===== config.mk =====
export PLATFORM = sky130hd
export DESIGN_NAME = brace_list_integer_parser
export DESIGN_NICKNAME = d
export VERILOG_FILES = /design/src/hdl/blip_pkg.sv /design/src/hdl/brace_list_integer_parser.sv /design/src/hdl/blip_in_reg.sv /design/src/hdl/blip_core.sv /design/src/hdl/blip_out_reg.sv
export VERILOG_INCLUDE_DIRS = /design/src /design/src/hdl
export SDC_FILE = /design/constraint.sdc
export NUM_CORES = 1
export LEC_CHECK = 0
export BUFFER_PORTS_ARGS = -buffer_cell sky130_fd_sc_hd__buf_2
export CAP_MARGIN = 20
export CORE_AREA = 2 2 110 69
export CTS_CLUSTER_SIZE = 30
export DETAILED_ROUTE_END_ITERATION = 6
export DIE_AREA = 0 0 112 71
export GPL_ROUTABILITY_DRIVEN = 1
export PLACE_DENSITY = 0.75
export SETUP_SLACK_MARGIN = 0.1
export SYNTH_ARGS = -nofsm -noshare
export SYNTH_HDL_FRONTEND = slang
export SYNTH_SLANG_ARGS = --single-unit
export TNS_END_PERCENT = 10

===== constraint.sdc =====
create_clock -name clk_i -period 3.25 [get_ports clk_i]
set_clock_uncertainty 0.2 [all_clocks]
set_input_delay 0.65 -clock clk_i [delete_from_list [all_inputs] [get_ports clk_i]]
set_output_delay 0.65 -clock clk_i [all_outputs]
set_load 0.02 [all_outputs]

===== src/hdl/assert_macros.svh =====
// Assertion macros shared by the brace-list parser RTL.
// Expects clk_i and rst_ni in the scope of use; empty when SYNTHESIS is defined.
`ifndef ASSERT_MACROS_SVH
`define ASSERT_MACROS_SVH

`ifndef SYNTHESIS
`define ASSERT_ALWAYS(lbl, prop) \
  lbl: assert property (@(posedge clk_i) disable iff (!rst_ni) (prop)) \
    else $error("assertion failed");
`define ASSERT_IMPLIES(lbl, ante, cons) \
  lbl: assert property (@(posedge clk_i) disable iff (!rst_ni) (ante) |-> (cons)) \
    else $error("assertion failed");
`define ASSERT_NEXT(lbl, ante, cons) \
  lbl: assert property (@(posedge clk_i) disable iff (!rst_ni) (ante) |=> (cons)) \
    else $error("assertion failed");
`else
`define ASSERT_ALWAYS(lbl, prop)
`define ASSERT_IMPLIES(lbl, ante, cons)
`define ASSERT_NEXT(lbl, ante, cons)
`endif

`endif


===== src/hdl/blip_pkg.sv =====
// Types and constants of the brace-list integer parser.
// No dependencies; imported by every blip module.
package blip_pkg;

  localparam int MAX_ITEMS  = 16;
  localparam int CHAR_W     = 8;
  localparam int VALUE_W    = 16;
  localparam int INDEX_W    = 4;
  localparam int ERR_W      = 3;
  localparam int ITEM_CNT_W = $clog2(MAX_ITEMS + 1);
  localparam int PROD_W     = VALUE_W + 4;

  localparam logic [CHAR_W-1:0] CH_ZERO  = 8'h30;
  localparam logic [CHAR_W-1:0] CH_NINE  = 8'h39;
  localparam logic [CHAR_W-1:0] CH_OPEN  = 8'h7B;
  localparam logic [CHAR_W-1:0] CH_CLOSE = 8'h7D;
  localparam logic [CHAR_W-1:0] CH_COMMA = 8'h2C;

  localparam logic [VALUE_W-1:0] VALUE_MAX = '1;

  typedef enum logic [1:0] {
    PH_IDLE,
    PH_OPEN,
    PH_NUM,
    PH_COMMA
  } blip_phase_e;

  typedef enum logic [ERR_W-1:0] {
    ERR_NONE,
    ERR_NO_OPEN,
    ERR_AFTER_OPEN,
    ERR_AFTER_COMMA,
    ERR_NON_DIGIT,
    ERR_TOO_MANY
  } blip_err_e;

  typedef struct packed {
    logic [VALUE_W-1:0] value;
    logic [INDEX_W-1:0] index;
    logic               last;
    blip_err_e          err;
  } blip_result_t;

endpackage


===== src/hdl/brace_list_integer_parser.sv =====
// Brace-list integer parser: one character per transfer, lists such as {4,16,3}.
// The character is held in the input register, decoded, then loaded into the result register.
// Throughput: one character per cycle; a stalled result register holds a character that yields a result.
// Rate is set by the input register, combinational decode and result register path.
// Reset: asynchronous, active low; parser idle, accumulator and item count cleared.
module brace_list_integer_parser (
  input  logic                          clk_i,
  input  logic                          rst_ni,
  input  logic                          valid_i,
  output logic                          stall_o,
  input  logic [blip_pkg::CHAR_W-1:0]   char_code_i,
  output logic                          valid_o,
  input  logic                          stall_i,
  output logic [blip_pkg::VALUE_W-1:0]  item_value_o,
  output logic [blip_pkg::INDEX_W-1:0]  item_index_o,
  output logic                          last_item_o,
  output logic [blip_pkg::ERR_W-1:0]    error_code_o
);
  import blip_pkg::*;

  logic              held_valid;
  logic [CHAR_W-1:0] held_char;
  logic              has_result;
  logic              out_free;
  logic              advance;
  blip_result_t      core_result;
  blip_result_t      out_result;

  assign advance = held_valid && (!has_result || out_free);

  blip_in_reg u_in_reg (
    .clk_i        (clk_i),
    .rst_ni       (rst_ni),
    .valid_i      (valid_i),
    .stall_o      (stall_o),
    .char_i       (char_code_i),
    .advance_i    (advance),
    .held_valid_o (held_valid),
    .held_char_o  (held_char)
  );

  blip_core u_core (
    .clk_i        (clk_i),
    .rst_ni       (rst_ni),
    .char_i       (held_char),
    .fire_i       (advance),
    .has_result_o (has_result),
    .result_o     (core_result)
  );

  blip_out_reg u_out_reg (
    .clk_i    (clk_i),
    .rst_ni   (rst_ni),
    .push_i   (advance && has_result),
    .result_i (core_result),
    .free_o   (out_free),
    .valid_o  (valid_o),
    .stall_i  (stall_i),
    .result_o (out_result)
  );

  assign item_value_o = out_result.value;
  assign item_index_o = out_result.index;
  assign last_item_o  = out_result.last;
  assign error_code_o = out_result.err;

endmodule


===== src/hdl/blip_in_reg.sv =====
// Input character register of the brace-list parser.
// Depends on blip_pkg.
module blip_in_reg (
  input  logic                       clk_i,
  input  logic                       rst_ni,
  input  logic                       valid_i,
  output logic                       stall_o,
  input  logic [blip_pkg::CHAR_W-1:0] char_i,
  input  logic                       advance_i,
  output logic                       held_valid_o,
  output logic [blip_pkg::CHAR_W-1:0] held_char_o
);
  import blip_pkg::*;

  logic              valid_q;
  logic [CHAR_W-1:0] char_q;

  assign stall_o = valid_q && !advance_i;

  always_ff @(posedge clk_i or negedge rst_ni) begin
    if (!rst_ni) begin
      valid_q <= 1'b0;
    end else if (!stall_o) begin
      valid_q <= valid_i;
    end
  end

  always_ff @(posedge clk_i) begin
    if (!stall_o && valid_i) begin
      char_q <= char_i;
    end
  end

  assign held_valid_o = valid_q;
  assign held_char_o  = char_q;

endmodule


===== src/hdl/blip_core.sv =====
// Parse state and per-character decode of the brace-list parser.
// Depends on blip_pkg and assert_macros.svh.
`include "assert_macros.svh"

module blip_core (
  input  logic                        clk_i,
  input  logic                        rst_ni,
  input  logic [blip_pkg::CHAR_W-1:0] char_i,
  input  logic                        fire_i,
  output logic                        has_result_o,
  output blip_pkg::blip_result_t      result_o
);
  import blip_pkg::*;

  blip_phase_e           phase_q, phase_d;
  logic [VALUE_W-1:0]    acc_q, acc_d;
  logic [ITEM_CNT_W-1:0] cnt_q, cnt_d;

  logic      is_digit;
  logic      do_fail, do_emit, emit_last, do_digit;
  blip_err_e fail_err;
  logic      too_many;
  logic [3:0]        digit;
  logic [PROD_W-1:0] prod;
  logic [VALUE_W-1:0] acc_next;

  assign is_digit = (char_i >= CH_ZERO) && (char_i <= CH_NINE);
  assign digit    = 4'(char_i - CH_ZERO);
  assign prod     = {1'b0, acc_q, 3'b000} + {3'b000, acc_q, 1'b0} + PROD_W'(digit);
  assign acc_next = (prod > PROD_W'(VALUE_MAX)) ? VALUE_MAX : prod[VALUE_W-1:0];
  assign too_many = cnt_q >= ITEM_CNT_W'(MAX_ITEMS);

  // character classification per phase
  always_comb begin
    do_fail   = 1'b0;
    fail_err  = ERR_NONE;
    do_emit   = 1'b0;
    emit_last = 1'b0;
    do_digit  = 1'b0;
    case (phase_q)
      PH_IDLE: begin
        if (char_i != CH_OPEN) begin
          do_fail  = 1'b1;
          fail_err = ERR_NO_OPEN;
        end
      end
      PH_OPEN: begin
        if (char_i == CH_COMMA || char_i == CH_OPEN) begin
          do_fail  = 1'b1;
          fail_err = ERR_AFTER_OPEN;
        end else if (char_i == CH_CLOSE) begin
          do_emit   = 1'b1;
          emit_last = 1'b1;
        end else if (is_digit) begin
          do_digit = 1'b1;
        end else begin
          do_fail  = 1'b1;
          fail_err = ERR_NON_DIGIT;
        end
      end
      PH_NUM: begin
        if (char_i == CH_COMMA || char_i == CH_CLOSE) begin
          do_emit   = 1'b1;
          emit_last = (char_i == CH_CLOSE);
        end else if (is_digit) begin
          do_digit = 1'b1;
        end else begin
          do_fail  = 1'b1;
          fail_err = ERR_NON_DIGIT;
        end
      end
      default: begin
        if (char_i == CH_COMMA || char_i == CH_CLOSE) begin
          do_fail  = 1'b1;
          fail_err = ERR_AFTER_COMMA;
        end else if (is_digit) begin
          do_digit = 1'b1;
        end else begin
          do_fail  = 1'b1;
          fail_err = ERR_NON_DIGIT;
        end
      end
    endcase
    if (do_emit && too_many) begin
      do_emit  = 1'b0;
      do_fail  = 1'b1;
      fail_err = ERR_TOO_MANY;
    end
  end

  // next state
  always_comb begin
    phase_d = phase_q;
    acc_d   = acc_q;
    cnt_d   = cnt_q;
    if (do_fail) begin
      phase_d = PH_IDLE;
      acc_d   = '0;
      cnt_d   = '0;
    end else if (do_emit) begin
      acc_d = '0;
      if (emit_last) begin
        phase_d = PH_IDLE;
        cnt_d   = '0;
      end else begin
        phase_d = PH_COMMA;
        cnt_d   = ITEM_CNT_W'(cnt_q + 1'b1);
      end
    end else if (do_digit) begin
      phase_d = PH_NUM;
      acc_d   = acc_next;
    end else begin
      // opening brace while idle
      phase_d = PH_OPEN;
      acc_d   = '0;
      cnt_d   = '0;
    end
  end

  // result
  always_comb begin
    has_result_o   = do_fail || do_emit;
    result_o.index = (phase_q == PH_IDLE) ? '0 : INDEX_W'(cnt_q);
    if (do_fail) begin
      result_o.value = '0;
      result_o.last  = 1'b1;
      result_o.err   = fail_err;
    end else begin
      result_o.value = acc_q;
      result_o.last  = emit_last;
      result_o.err   = ERR_NONE;
    end
  end

  always_ff @(posedge clk_i or negedge rst_ni) begin
    if (!rst_ni) begin
      phase_q <= PH_IDLE;
      acc_q   <= '0;
      cnt_q   <= '0;
    end else if (fire_i) begin
      phase_q <= phase_d;
      acc_q   <= acc_d;
      cnt_q   <= cnt_d;
    end
  end

  `ASSERT_IMPLIES(a_err_ends_list, has_result_o && result_o.err != ERR_NONE,
                  result_o.last && result_o.value == '0)
  `ASSERT_NEXT(a_last_resets, fire_i && has_result_o && result_o.last,
               phase_q == PH_IDLE && cnt_q == '0 && acc_q == '0)
  `ASSERT_NEXT(a_silent_enters_list, fire_i && !has_result_o, phase_q != PH_IDLE)
  `ASSERT_ALWAYS(a_cnt_bound, cnt_q <= ITEM_CNT_W'(MAX_ITEMS))

endmodule


===== src/hdl/blip_out_reg.sv =====
// Result register of the brace-list parser.
// Depends on blip_pkg.
module blip_out_reg (
  input  logic                   clk_i,
  input  logic                   rst_ni,
  input  logic                   push_i,
  input  blip_pkg::blip_result_t result_i,
  output logic                   free_o,
  output logic                   valid_o,
  input  logic                   stall_i,
  output blip_pkg::blip_result_t result_o
);
  import blip_pkg::*;

  logic         valid_q;
  blip_result_t result_q;

  assign free_o = !valid_q || !stall_i;

  always_ff @(posedge clk_i or negedge rst_ni) begin
    if (!rst_ni) begin
      valid_q <= 1'b0;
    end else if (free_o) begin
      valid_q <= push_i;
    end
  end

  always_ff @(posedge clk_i) begin
    if (free_o && push_i) begin
      result_q <= result_i;
    end
  end

  assign valid_o  = valid_q;
  assign result_o = result_q;

endmodule


==> results.yml, run 1 <==
critical_path:
  required_ns: 3.25
  cp_max_fo: 8
  crit_path_frequent_cell: "a221o_1"
  crit_path_max_incr_delay_ns: 0.53
  cp_cell_sequence: "fa_1 -> fa_2 -> a211oi_2 -> o21ai_2 -> o221a_4 -> o211a_1 -> a221o_1 -> o21a_4 -> a221o_1"
  crit_type: "reg2reg"
  worstPathArrival_ns: 3.31
  cp_slowest_cell: "fa_1"
  cp_top_family: "compound AO/OA/AOI/OAI gates"
  start_kind: "flop"
  end_kind: "flop"
  critPathBufInv: 0
synth:
  synth_edf_count: 32
  yosysWarnings: 0
  syn_inst: 330
  syn_nets: 380
  ys_seq_elements: 57
  avgSynthCellArea_um2: 10.89
  yosys.area.top_type: "edfxtp_1"
  synth_top_area_share: 0.2674
  synthTopCellsByArea: "edfxtp_1, dfrtp_1, ha_1"
  synth_async_sr_flop_share: 0.4386
  synth_top_flop_cell: "edfxtp_1"
  syn_area_mm2: 0.003593
  synth_cell_type_count: 60
  yosysSeqAreaShare: 0.4415
sta:
  slew_violations: 0
  max_freq_ghz: 0.3025
  worst_slack_ns: -0.05619
  tightestPinTransition_ns: 0.6309
  min_period_ns: 3.306
  rsz0062_at_grt: "true"
  hold_violations: 0
  maxSlewHeadroom: 0.5790
  period_share: 1.017
  holdWs_ns: 0.1237
  finalSetupViolCount: 16
layout:
  drive_gt1_frac: 0.2843
  diodes: 0
  filler_cell_count: 537
  stdcell_area_mm2: 0.004501
  syn2layout_area_growth_pct: 25.24
  fin_nets: 453
route:
  vias_per_cell: 5.998
  drc: 0
  vias: 2993
  post_drt_wl_per_cell_um: 17.77
  drtIter0Drc: 283
  wl_um: 8866
  dr.pass1.iters: 5
  ant_nets: 0
run_status:
  violations: "negative setup slack"
  status: "finished, violations left"
floorplanning:
  dieArea_mm2: 0.007952
  start_util: 0.5114
  die_x_um: 112
  die_h_um: 71
  pin_count: 38
  core_area_mm2: 0.007027
  num_rows: 24
power_and_ir_drop:
  power_density_mw_per_mm2: 578.7
  ir_drop_mv: 0.5457
  p_leak_nw: 2.131
global_route:
  grt_max_degree: 26
  grt_remaining_overflow: 0
  grt_pass1_vias: 2810
  grt_first_pass_wirelength_um: 14430
  antenna_found_initial: 0
  track_usage: 0.2353
placed_design:
  dp_hpwl_um: 6556
  gp_congestion: 0.9165
  port_buffers: 37
  placed_cell_area_mm2: 0.004088
  dp_slack_ns: -0.1186
cts:
  h-tree-depth: 3
  cts_root_buf: "clkbuf_16"
  insertion_delay_ns: 0.32
  numCtsBuffers: 9
  cts_buffer_depth: 2
  cts_tree: "yes"
  clkTransAtPathRegs_ns: 0.05
  cts.sinks: 57
run:
  maxCapViolCount: 0
min_path:
  hold_path_class: "in2async"
## cells by family (layout without fill, tap and decap cells)
logic type,count (synthesis),after routing,share of synthesized area
buffers and inverters,18,95,0.02193
adder cells (fa/ha/maj),38,38,0.1365
AND/OR/NAND/NOR,111,111,0.1699
flip-flops,57,57,0.4415
AO/OA/AOI/OAI,95,96,0.2033
XOR/XNOR,11,11,0.02681
## worst reg2reg max path: stages (launching register included)
cell,delay [ns]
edfxtp_1,0.41
fa_1,0.53
fa_2,0.38
a211oi_2,0.23
o21ai_2,0.10
o221a_4,0.25
o211a_1,0.24
a221o_1,0.31
o21a_4,0.27
a221o_1,0.27
## sequential cells by signal, summed over array words and instances, names as in the netlist
name                   cells
u_out_reg.valid_o          1
u_out_reg.result_o        24
u_core.phase_q             2
u_in_reg.held_valid_o      1
u_core.cnt_q               5
u_core.acc_q              16
u_in_reg.held_char_o       8
## cells in the final DEF (no fill, tap or decap), types with 9 or more instances in the layout
| master | instances |
|---|---|
| a21oi_1 | 17 |
| a221o_1 | 17 |
| and2_1 | 17 |
| buf_2 | 36 |
| buf_4 | 32 |
| clkbuf_16 | 9 |
| dfrtp_1 | 23 |
| edfxtp_1 | 32 |
| ha_1 | 33 |
| nand2_1 | 20 |
| nand3_1 | 15 |
| nor2_1 | 18 |
| o21ai_0 | 15 |
## cell usage after synthesis (3+ instances only)
library cell  instances
nand2b_1              5
o21ai_0              15
or3_1                 3
edfxtp_1             32
a221o_1              17
ha_1                 36
xnor2_1               7
nand3_1              15
xor2_1                4
inv_1                 9
and3_1                4
dfrtp_1              25
clkbuf_1              5
and2_1               17
nor2b_1               9
o211ai_1              5
a31oi_1               4
nor2_1               20
nor3_1                3
a21o_1                5
a21oi_1              18
nand2_1              20
buf_2                 3
or2_2                 3
## area by class of cell
type	count	area, um2	share of cell area
Timing Repair Buffer	70	446.7	0.09925
Multi-Input combinational cell	256	2019	0.4487
Tap cell	91	113.9	0.02530
Clock inverter	5	55.05	0.01223
Clock buffer	11	242.7	0.05393
Sequential cell	57	1589	0.3531
Inverter	9	33.78	0.007506
## per-stage QoR
| stage | util | std cells | TNS [ns] | power (mW) |
|---|---|---|---|---|
| 3_5_place_dp | 0.5817 | 479 | -1.483 | 1.658 |
| 4_1_cts | 0.6353 | 497 | -0.4056 | 2.601 |
| 6_report | 0.6405 | 499 | -0.5913 | 2.604 |
| 5_1_grt | 0.6405 | 499 | -2.196 | 2.724 |
| 3_3_place_gp | 0.5796 | 478 | -1.532 | 1.622 |
| 2_1_floorplan | - | 330 | -0.1689 | 1.380 |
## report_power, final
| part | internal, mW | total, mW | switching (mW) | leakage (nW) |
|---|---|---|---|---|
| registers | 0.932 | 0.981 | 0.0488 | 0.651 |
| logic | 0.236 | 0.702 | 0.466 | 1.34 |
| clock network | 0.610 | 0.922 | 0.312 | 0.143 |
## path summary, 6_finish.rpt
kind | start | end | slack [ns] | cells after the start
worst max-delay path | u_in_reg.held_char_o[3] | u_core.acc_q[0] | -0.06 | 9
worst min-delay path | rst_ni | u_core.cnt_q[3] | 0.12 | 1
max in group asynchronous | rst_ni | u_core.phase_q[0] | 2.30 | 1
worst min register to register | u_core.cnt_q[2] | u_core.cnt_q[2] | 0.34 | 1
worst max register to register | u_in_reg.held_char_o[3] | u_core.acc_q[0] | -0.06 | 9
min in group clk_i | char_code_i[2] | u_in_reg.held_char_o[2] | 0.30 | 1
## routing by layer
metal | track usage | vias to the layer above | part of all wire
li1 | - | 1420 | -
met1 | 0.3467 | 1424 | 0.47
met2 | 0.3340 | 140 | 0.43
met3 | 0.08312 | 9 | 0.096
met4 | 0.05556 | 0 | 0.0079
met5 | 0 | - | 0
## what timing repair did
action                                  in CTS  in global routing
gates resized for setup                     13                  6
endpoints found under the setup margin      17                 25
buffers inserted                             1                  2
hold endpoints to repair                     0                  0
hold buffers                                 0                  0
gates cloned                                 1                  0
pin swaps                                    4                  3
Power figures use the tool's default switching activity.
==> run 2, diff against run 1 <==
PLACE_DENSITY = 0.8   (was 0.75)
==> run 2 against run 1 <==
The flow still finishes with violations (negative setup slack). Register-to-register slack got worse by 0.096 ns. Count of clock-buffer cells in the layout unchanged. Combinational power shrank 4.6%. Fmax shrank 2.8%. Cell area fell by 0.70%. Utilization shrank 0.45 points. Non-clock buffer count is 8 lower. Total power up 2.2%. Largest cell class unchanged. Worst setup slack got worse by 0.096 ns.
==> results.yml, run 2 (same netlist as run 1, synthesis figures left out) <==
run_status:
  status: "finished, violations left"
  violations: "negative setup slack"
route:
  dr.pass1.iters: 5
  ant_nets: 0
  post_drt_wl_per_cell_um: 19.10
  vias_per_cell: 6.230
  wl_um: 9379
  drtIter0Drc: 361
  vias: 3059
  drc: 0
power_and_ir_drop:
  p_leak_nw: 2.087
  p_total_mw: 2.662
  ir_drop_mv: 0.5748
  power_density_mw_per_mm2: 595.7
cts:
  cts_hold_buf: 0
  cts_buffer_depth: 2
  clkTransAtPathRegs_ns: 0.05
  insertion_delay_ns: 0.33
  cts.sinks: 57
  h-tree-depth: 3
  cts_root_buf: "clkbuf_16"
  cts_tree: "yes"
  numCtsBuffers: 9
layout:
  filler_cell_count: 541
  diodes: 0
  fin_nets: 445
  stdcell_count: 491
  syn2layout_area_growth_pct: 24.37
  largest_reg_flops: 24
  drive_gt1_frac: 0.2675
  final_common_cell: "buf_2"
  stdcell_area_mm2: 0.004469
  final_cell_mix: "buf_2, ha_1, edfxtp_1"
  multiInputGateArea_mm2: 0.002026
  seqCellArea_mm2: 0.001588
floorplanning:
  die_x_um: 112
  pin_count: 38
  start_util: 0.5114
  dieArea_mm2: 0.007952
  num_rows: 24
  core_area_mm2: 0.007027
  die_h_um: 71
global_route:
  grt_first_pass_wirelength_um: 14950
  antenna_found_initial: 0
  grt_remaining_overflow: 0
  grt_pass1_vias: 2833
  grt_max_degree: 26
  track_usage: 0.2430
placed_design:
  dp_hpwl_um: 6663
  gp_congestion: 0.9539
  dp_slack_ns: -0.1365
  dpl.cell_count: 472
  placed_cell_area_mm2: 0.004035
  port_buffers: 37
critical_path:
  crit_type: "reg2reg"
  cp_max_fo: 8
  required_ns: 3.24
  start_kind: "flop"
  reg2reg_slack_ns: -0.15
  worstPathArrival_ns: 3.40
  end_kind: "flop"
sta:
  min_period_ns: 3.403
  tightestPinTransition_ns: 0.7617
  period_share: 1.047
  maxSlewHeadroom: 0.4912
  worst_slack_ns: -0.1526
  finalSetupViolCount: 16
  rsz0062_at_grt: "true"
  max_freq_ghz: 0.2939
  hold_violations: 0
  slew_violations: 0
run:
  maxCapViolCount: 0
min_path:
  hold_path_class: "in2async"
## run 2: changes by cell type in the layout (fill, tap and decap cells not counted), sizes merged
cell / before / now
clkinvlp: 1 / 0
bufinv: 1 / 2
buf: 70 / 62
## run 2: final cells by class
cell class / instances / area share
clock buffers: 11 / 0.05431
well taps: 91 / 0.02548
inverters: 9 / 0.007559
repair buffers: 62 / 0.08651
flip-flops and latches: 57 / 0.3553
clock inverters: 5 / 0.01764
multi-input cells: 256 / 0.4532
## run 2: repair_timing
action | 4_1_cts | 5_1_grt
setup endpoints to repair | 17 | 25
cloned | 1 | 0
buffers inserted | 1 | 1
resized for setup | 11 | 6
pin swaps | 4 | 1
## run 2: stage by stage
step	util	hold slack, ns	TNS [ns]
2_1_floorplan	-	0.1544	-0.1689
3_3_place_gp	0.5721	0.3116	-0.1101
3_5_place_dp	0.5743	0.3145	-1.897
4_1_cts	0.6300	0.1423	-1.322
5_1_grt	0.6360	0.1827	-2.664
6_report	0.6360	0.1244	-1.858
## run 2: report_power, final
part	internal, mW	leakage (nW)	switching (mW)
Sequential	0.931	0.653	0.0489
Combinational	0.217	1.27	0.453
Clock	0.689	0.159	0.323
## run 2: critical path, stage by stage (launching register included)
cell and delay [ns]:
dfrtp_2 0.42, fa_1 0.53, fa_2 0.39, a211oi_2 0.23, o21ai_2 0.11, o221a_4 0.24, buf_6 0.13, o211ai_1 0.23
o2111ai_2 0.21, o21a_4 0.29, a221o_1 0.30
## run 2: path summary, 6_finish.rpt
path                                           endpoint  depth (start not counted)            start
worst min register to register          u_core.cnt_q[1]                          2  u_core.cnt_q[1]
max in group asynchronous               u_core.acc_q[0]                          1           rst_ni
worst min-delay path                    u_core.cnt_q[2]                          1           rst_ni
min in group clk_i              u_in_reg.held_char_o[5]                          1   char_code_i[5]
worst max-delay path                    u_core.acc_q[4]                         10  u_core.acc_q[0]
worst max register to register          u_core.acc_q[4]                         10  u_core.acc_q[0]
## run 2: routing by layer
metal | track usage | up-vias | wire [um]
met2 | 0.3360 | 167 | 3947
met5 | 0 | - | 0
met4 | 0.06775 | 0 | 112
li1 | - | 1404 | -
met3 | 0.07027 | 19 | 859
met1 | 0.3716 | 1469 | 4460
